**src/hdl/tvs_pkg.sv**
```systemverilog
`timescale 1ns / 1ps
// ----------------------------------------------------------------------------
// tvs_pkg
// Shared constants and register codes for the trilinear voxel sampler.
// ----------------------------------------------------------------------------
package tvs_pkg;

	// default geometry and number format
	localparam int DIM_BITS_DEF   = 6;
	localparam int FRAC_BITS_DEF  = 8;
	localparam int VOXEL_BITS_DEF = 16;

	// fixed port widths
	localparam int DIM_W   = 7;
	localparam int COORD_W = 6;
	localparam int VALUE_W = 16;
	localparam int POS_W   = 14;
	localparam int OUT_W   = 24;
	localparam int CFG_IDX_W = 2;

	// configuration register indexes
	typedef enum logic [CFG_IDX_W-1:0] {
		CFG_DIM_X = 2'd0,
		CFG_DIM_Y = 2'd1,
		CFG_DIM_Z = 2'd2
	} cfg_reg_t;

	// item modes
	localparam logic MODE_WRITE  = 1'b0;
	localparam logic MODE_SAMPLE = 1'b1;

endpackage

```
**src/hdl/tvs_mac.sv**
```systemverilog
`timescale 1ns / 1ps
// ----------------------------------------------------------------------------
// tvs_mac
// Weighted corner accumulate: voxel times z weight, times xy weight, sum,
// then round and saturate after the last corner.
// ----------------------------------------------------------------------------
module tvs_mac #(
	parameter int FRAC_BITS  = 8,
	parameter int VOXEL_BITS = 16
) (
	input  logic                       clk,
	input  logic                       arst_n,
	input  logic                       beat_valid,
	input  logic                       beat_last,
	input  logic [VOXEL_BITS-1:0]      voxel,
	input  logic [2*FRAC_BITS+1:0]     w_xy,
	input  logic [FRAC_BITS:0]         w_z,
	output logic                       done,
	output logic [tvs_pkg::OUT_W-1:0]  sample_value
);
	import tvs_pkg::*;

	localparam int VZ_W  = VOXEL_BITS + FRAC_BITS + 1;
	localparam int PW    = VZ_W + 2*FRAC_BITS + 2;
	localparam int SH_W  = PW - 2*FRAC_BITS;
	localparam logic [PW-1:0] HALF = PW'(1) << (2*FRAC_BITS - 1);
	localparam logic [SH_W-1:0] OUT_MAX = SH_W'({OUT_W{1'b1}});

	logic [VZ_W-1:0]        vz_s2;
	logic [2*FRAC_BITS+1:0] wxy_s2;
	logic                   v_s2, last_s2;
	logic [PW-1:0]          prod_s3;
	logic                   v_s3, last_s3;
	logic [PW-1:0]          acc_q;
	logic [PW-1:0]          total;
	logic [SH_W-1:0]        shifted;
	logic                   done_q;
	logic [OUT_W-1:0]       sample_q;

	// valid tracking
	always_ff @(posedge clk or negedge arst_n) begin
		if (!arst_n) begin
			v_s2 <= 1'b0;
			v_s3 <= 1'b0;
			done_q <= 1'b0;
		end else begin
			v_s2 <= beat_valid;
			v_s3 <= v_s2;
			done_q <= v_s3 && last_s3;
		end
	end

	// multiply stages
	always_ff @(posedge clk) begin
		vz_s2   <= VZ_W'(voxel) * VZ_W'(w_z);
		wxy_s2  <= w_xy;
		last_s2 <= beat_last;
		prod_s3 <= PW'(vz_s2) * PW'(wxy_s2);
		last_s3 <= last_s2;
	end

	// round half up, drop the extra fraction bits
	assign total   = acc_q + prod_s3;
	assign shifted = SH_W'((total + HALF) >> (2*FRAC_BITS));

	// accumulate; restart after the last corner
	always_ff @(posedge clk or negedge arst_n) begin
		if (!arst_n) begin
			acc_q <= '0;
		end else if (v_s3) begin
			acc_q <= last_s3 ? '0 : total;
		end
	end

	// saturate and hold the result
	always_ff @(posedge clk) begin
		if (v_s3 && last_s3) begin
			sample_q <= (shifted > OUT_MAX) ? {OUT_W{1'b1}} : OUT_W'(shifted);
		end
	end

	assign done = done_q;
	assign sample_value = sample_q;
endmodule

```
**config.mk**
```make
export PLATFORM = sky130hd
export DESIGN_NAME = tvs_mac
export DESIGN_NICKNAME = d
export VERILOG_FILES = /design/src/hdl/tvs_pkg.sv /design/src/hdl/tvs_mac.sv
export SDC_FILE = /design/constraint.sdc
export NUM_CORES = 2
export LEC_CHECK = 0
export BUFFER_PORTS_ARGS = -buffer_cell sky130_fd_sc_hd__buf_2
export CORE_MARGIN = 2
export CORE_UTILIZATION = 52
export DETAILED_ROUTE_END_ITERATION = 16
export PLACE_DENSITY = 0.73
export REMOVE_ABC_BUFFERS = 1
export SYNTH_ARGS = -nofsm -noshare
export SYNTH_HDL_FRONTEND = slang
export SYNTH_SLANG_ARGS = --single-unit
```
**constraint.sdc**
```tcl
create_clock -name clk -period 6.5 [get_ports clk]
set_input_delay 0.65 -clock clk [delete_from_list [all_inputs] [get_ports clk]]
set_output_delay 0.65 -clock clk [all_outputs]
set_load 0.03 [all_outputs]
```
==> Yosys cells after proc, flatten, opt, wreduce, memory -nomap -nowiden <==
Cells that the tools add are included.
{ "totals": {"reg_bits": 158, "inputBits": 47, "output_inout_bits": 25} }
{ "classes": {"reduce_logical": 1, "n_mul": 2, "magnitude_cmp": 1, "mux": 1, "n_addsub": 2} }
{ "op_table": {"columns": ["operator", "count"], "rows": [
  ["43-bit by 16-bit adder with 43-bit output (second input constant)", 1],
  ["43-bit adder", 1],
  ["25-bit by 18-bit multiplier with 43-bit output", 1],
  ["43-bit two-way mux", 1],
  ["27-bit by 24-bit greater-than comparator with 1-bit output (second input constant)", 1],
  ["16-bit by 9-bit multiplier with 25-bit output", 1],
  ["1-bit logical AND", 1]
]} }

==> Longest topological paths before layout <==
{ "logic_depth": {"ltp_word": 3, "mapped_depth": 26, "ltp_nobuf": 25} }

==> Least setup slack after synthesis <==
OpenSTA, ideal clock, no wires.
{ "synth_path": {"kind": "reg2reg", "startpoint": "reg vz_s2[10]", "endpoint": "reg prod_s3[39]", "n_path_buf": 2, "arrival_ns": 6.503, "slack_ns": -0.065, "setup_time_ns": 0.062, "stages_incl_launch_ff": 24, "path_cell_list": "dfxtp_1 > clkbuf_1 > clkbuf_1 > nand2_1 > fa_1 > fa_1 > fa_1 > fa_1 > inv_1 > fa_1 > inv_1 > fa_1 > inv_1 > ha_1 > a21oi_1 > o21bai_1 > a211oi_1 > nor2_1 > or3_1 > a21o_1 > a221oi_1 > o21ai_0 > a2111o_1 > nand3_1"} }
{ "synth_via": {"elab_chain_len": 1} }
{ "synth_rtl": {"columns": ["item", "line_no", "rtl"], "rows": [
  ["from (decl)", "tvs_mac.sv:29", "logic [VZ_W-1:0] vz_s2;"],
  ["from (signal assigned)", "tvs_mac.sv:55", "vz_s2 <= VZ_W'(voxel) * VZ_W'(w_z);"],
  ["25-bit by 18-bit multiplier with 43-bit output", "tvs_mac.sv:58", "prod_s3 <= PW'(vz_s2) * PW'(wxy_s2);"],
  ["to (signal assigned)", "tvs_mac.sv:58", null],
  ["to (decl)", "tvs_mac.sv:32", "logic [PW-1:0] prod_s3;"]
]} }
No other way between the ends.
A chain may end at the register's enable or synchronous reset.

==> Final worst setup path <==
{ "layout_path": {"startpoint": "reg vz_s2[9]", "endpoint": "reg prod_s3[42]"} }
The elaborated chain is that of the path after synthesis.

==> flow_summary.ini <==
[cts]
cts_root_buf = clkbuf_16
cts_sinks = 158
clockBufferDepth = 2
cts_hold_buf = 0
insertion_delay_ps = 470
cts_max_level = 4
clk_pin_slew_ps = 80
cts_buffers = 17
cts_tree = built

[sta]
finalCritPeriodShare_pct = 96.7
worstMarginPinSlew_ps = 1050
setup_viol = 0
holdWs_ps = 279
period_minus_slack_ps = 6280
slew_viol_final = 0
max_slew_margin_pct = 30.0
final_hold_viol_count = 0
fin_worst_skew_ps = 19.4
clock.fmax_ghz = 0.159

[global_routing]
grt_util_all_layers_pct = 23.3
grt_pass1_vias = 20300
grt_max_degree = 47
grt_pass1_wl_um = 95800
overflow = 0
antenna_found_initial = 2

[flow_run]
max_cap_viol_count = 0

[setup_path]
crit_slowest_cell = fa_1
cp_top_family = adder cells
worstPathArrival_ps = 6680
critical_path.cell_chain = buf_4, and2_1, fa_1, inv_1, fa_1, fa_1, inv_1, fa_1, fa_1, inv_1, fa_1, inv_1, ha_2, a21o_1, a21o_1, a21oi_1, o21ai_1, a211oi_2, buf_4, o31ai_2, a211o_1, a31o_2, a21oi_1, xnor2_1
worstSetupEndpointType = flip-flop
rr_worst_depth = 24
cp-endpoint = prod_s3[42]
critPathLaunch = vz_s2[9]
crit_top_cell = fa_1
timing.rr.start = vz_s2[9]
r2r_setup_slack_ps = 220
cp.depth = 24
crit_path_max_fanout = 12
cp_num_buf_inv = 6
worstSetupPathType = flip-flop to flip-flop
worstReg2RegEnd = prod_s3[42]
start_kind = flip-flop
required_ps = 6890
max_stage_delay_ps = 540

[finish]
fin_nets = 3596
layout_common_cells = 564 x inv_1, 468 x fa_1, 412 x nand2_1, 246 x and2_1, 203 x ha_1
multi_input_area_um2 = 19500
diodes = 0
final_common_cell = inv_1
ff_latch_area_um2 = 3650
fill_cells = 4228
area_growth_pct = 7.85
drive_gt1_share_pct = 7.82

[yosys]
synthesis.area_um2 = 25600
yosysWarnings = 0
ys_types = 71
postSynthRegisterBits = 158
async_flop_share_pct = 29.1
synthCells = 2825
ys.flop_type = dfxtp_1
synth-edff-count = 24
avgSynthCellArea_um2 = 9.07
ys_seq_area_share_pct = 14.2

[route]
dr.pass1.iters = 5
wl_um = 55500
routed_via_density = 5.29
vias = 18800
drt_iter0_drc = 1010
wl_per_cell_um = 15.6
postRouteAntennaNets = 0
post-route-drc-count = 0

[worst_hold_path]
hp-class = primary input to flip-flop

[floorplanning]
start_util_pct = 52.5
ios = 72
die-area_um2 = 51000
die_y_um = 226
row_count = 81
dieWidth_um = 226
core_area_um2 = 48700

[placement]
dpl.hpwl_um = 47200
place.gp.congestion = 0.892
port_buffers = 71

[status]
status = completed
synth_stat cells (17+ instances only):
| library cell | n | area, µm² |
|---|---|---|
| nand3_1 | 21 | 105 |
| clkbuf_1 | 116 | 435 |
| a21o_1 | 42 | 315 |
| nor3_1 | 20 | 100 |
| dfxtp_1 | 88 | 1760 |
| and2_1 | 246 | 1540 |
| ha_1 | 205 | 2560 |
| fa_1 | 468 | 9370 |
| xnor2_1 | 74 | 648 |
| dfrtp_1 | 46 | 1150 |
| a22o_1 | 26 | 228 |
| inv_1 | 564 | 2120 |
| a21oi_1 | 82 | 410 |
| edfxtp_1 | 24 | 721 |
| o21ai_1 | 17 | 85.1 |
| nor2_1 | 68 | 255 |
| xor2_1 | 30 | 263 |
| nand2_1 | 412 | 1550 |
| o21ai_0 | 54 | 270 |
metrics by stage:
| step | util (%) | cell area (µm²) | cells | setup WS, ps | TNS [ps] |
|---|---|---|---|---|---|
| floorplan | - | 25200 | 2706 | 53.4 | 0 |
| global placement | 55.3 | 27000 | 3520 | 94.9 | 0 |
| detailed placement | 55.3 | 27000 | 3520 | -35.0 | -43.9 |
| CTS | 56.5 | 27500 | 3552 | 21.0 | 0 |
| global route | 56.7 | 27600 | 3553 | -24.0 | -57.8 |
| finish | 56.7 | 27600 | 3553 | 217 | 0 |
worst min path at each step:
stage,from,endpoint,slack (ps),depth (start not counted)
6_report,w_xy[14],wxy_s2[14],280,1
5_1_grt,w_xy[14],wxy_s2[14],270,1
4_1_cts,w_xy[14],wxy_s2[14],250,1
3_5_place_dp,last_s2,last_s3,330,0
3_3_place_gp,last_s2,last_s3,310,0
2_1_floorplan,last_s2,last_s3,310,0
sequential cells by signal, indices dropped and copies added, names as in the netlist:
| name | flops |
|---|---|
| vz_s2 | 25 |
| wxy_s2 | 18 |
| v_s3 | 1 |
| v_s2 | 1 |
| last_s2 | 1 |
| prod_s3 | 43 |
| done | 1 |
| acc_q | 43 |
| sample_value | 24 |
| last_s3 | 1 |
what timing repair did:
action | 4_1_cts | 5_1_grt
resized for setup | 2 | 26
endpoints found under the setup margin | 2 | 12
setup buffers | 0 | 1
pin swaps | 0 | 3
kinds of logic after synthesis:
logic type | count (synthesis) | share of synthesized area (%)
AND/OR/NAND/NOR | 855 | 16.3
buffers and inverters | 684 | 10.1
adder cells (fa/ha/maj) | 673 | 46.6
AO/OA/AOI/OAI | 349 | 9.21
flip-flops | 158 | 14.2
XOR/XNOR | 104 | 3.56
multiplexers | 2 | 0.0782
layer usage:
layer	global-route usage, %	vias up	share of wire, %
li1	-	8821	-
met1	29.8	9342	43
met3	4.14	98	5.7
met2	40.5	528	49
met4	6.67	4	1.8
met5	0	-	0.050
area by class of cell:
type / instances / share of cell area [%]
repair buffers: 151 / 3.59
well taps: 664 / 3.01
multi-input cells: 1983 / 70.5
clock inverters: 11 / 0.399
flip-flops and latches: 158 / 13.2
inverters: 565 / 7.68
clock buffers: 21 / 1.64
Power is not shown: default switching activity piles up to over one toggle a cycle in this logic, so the estimate is an artifact.
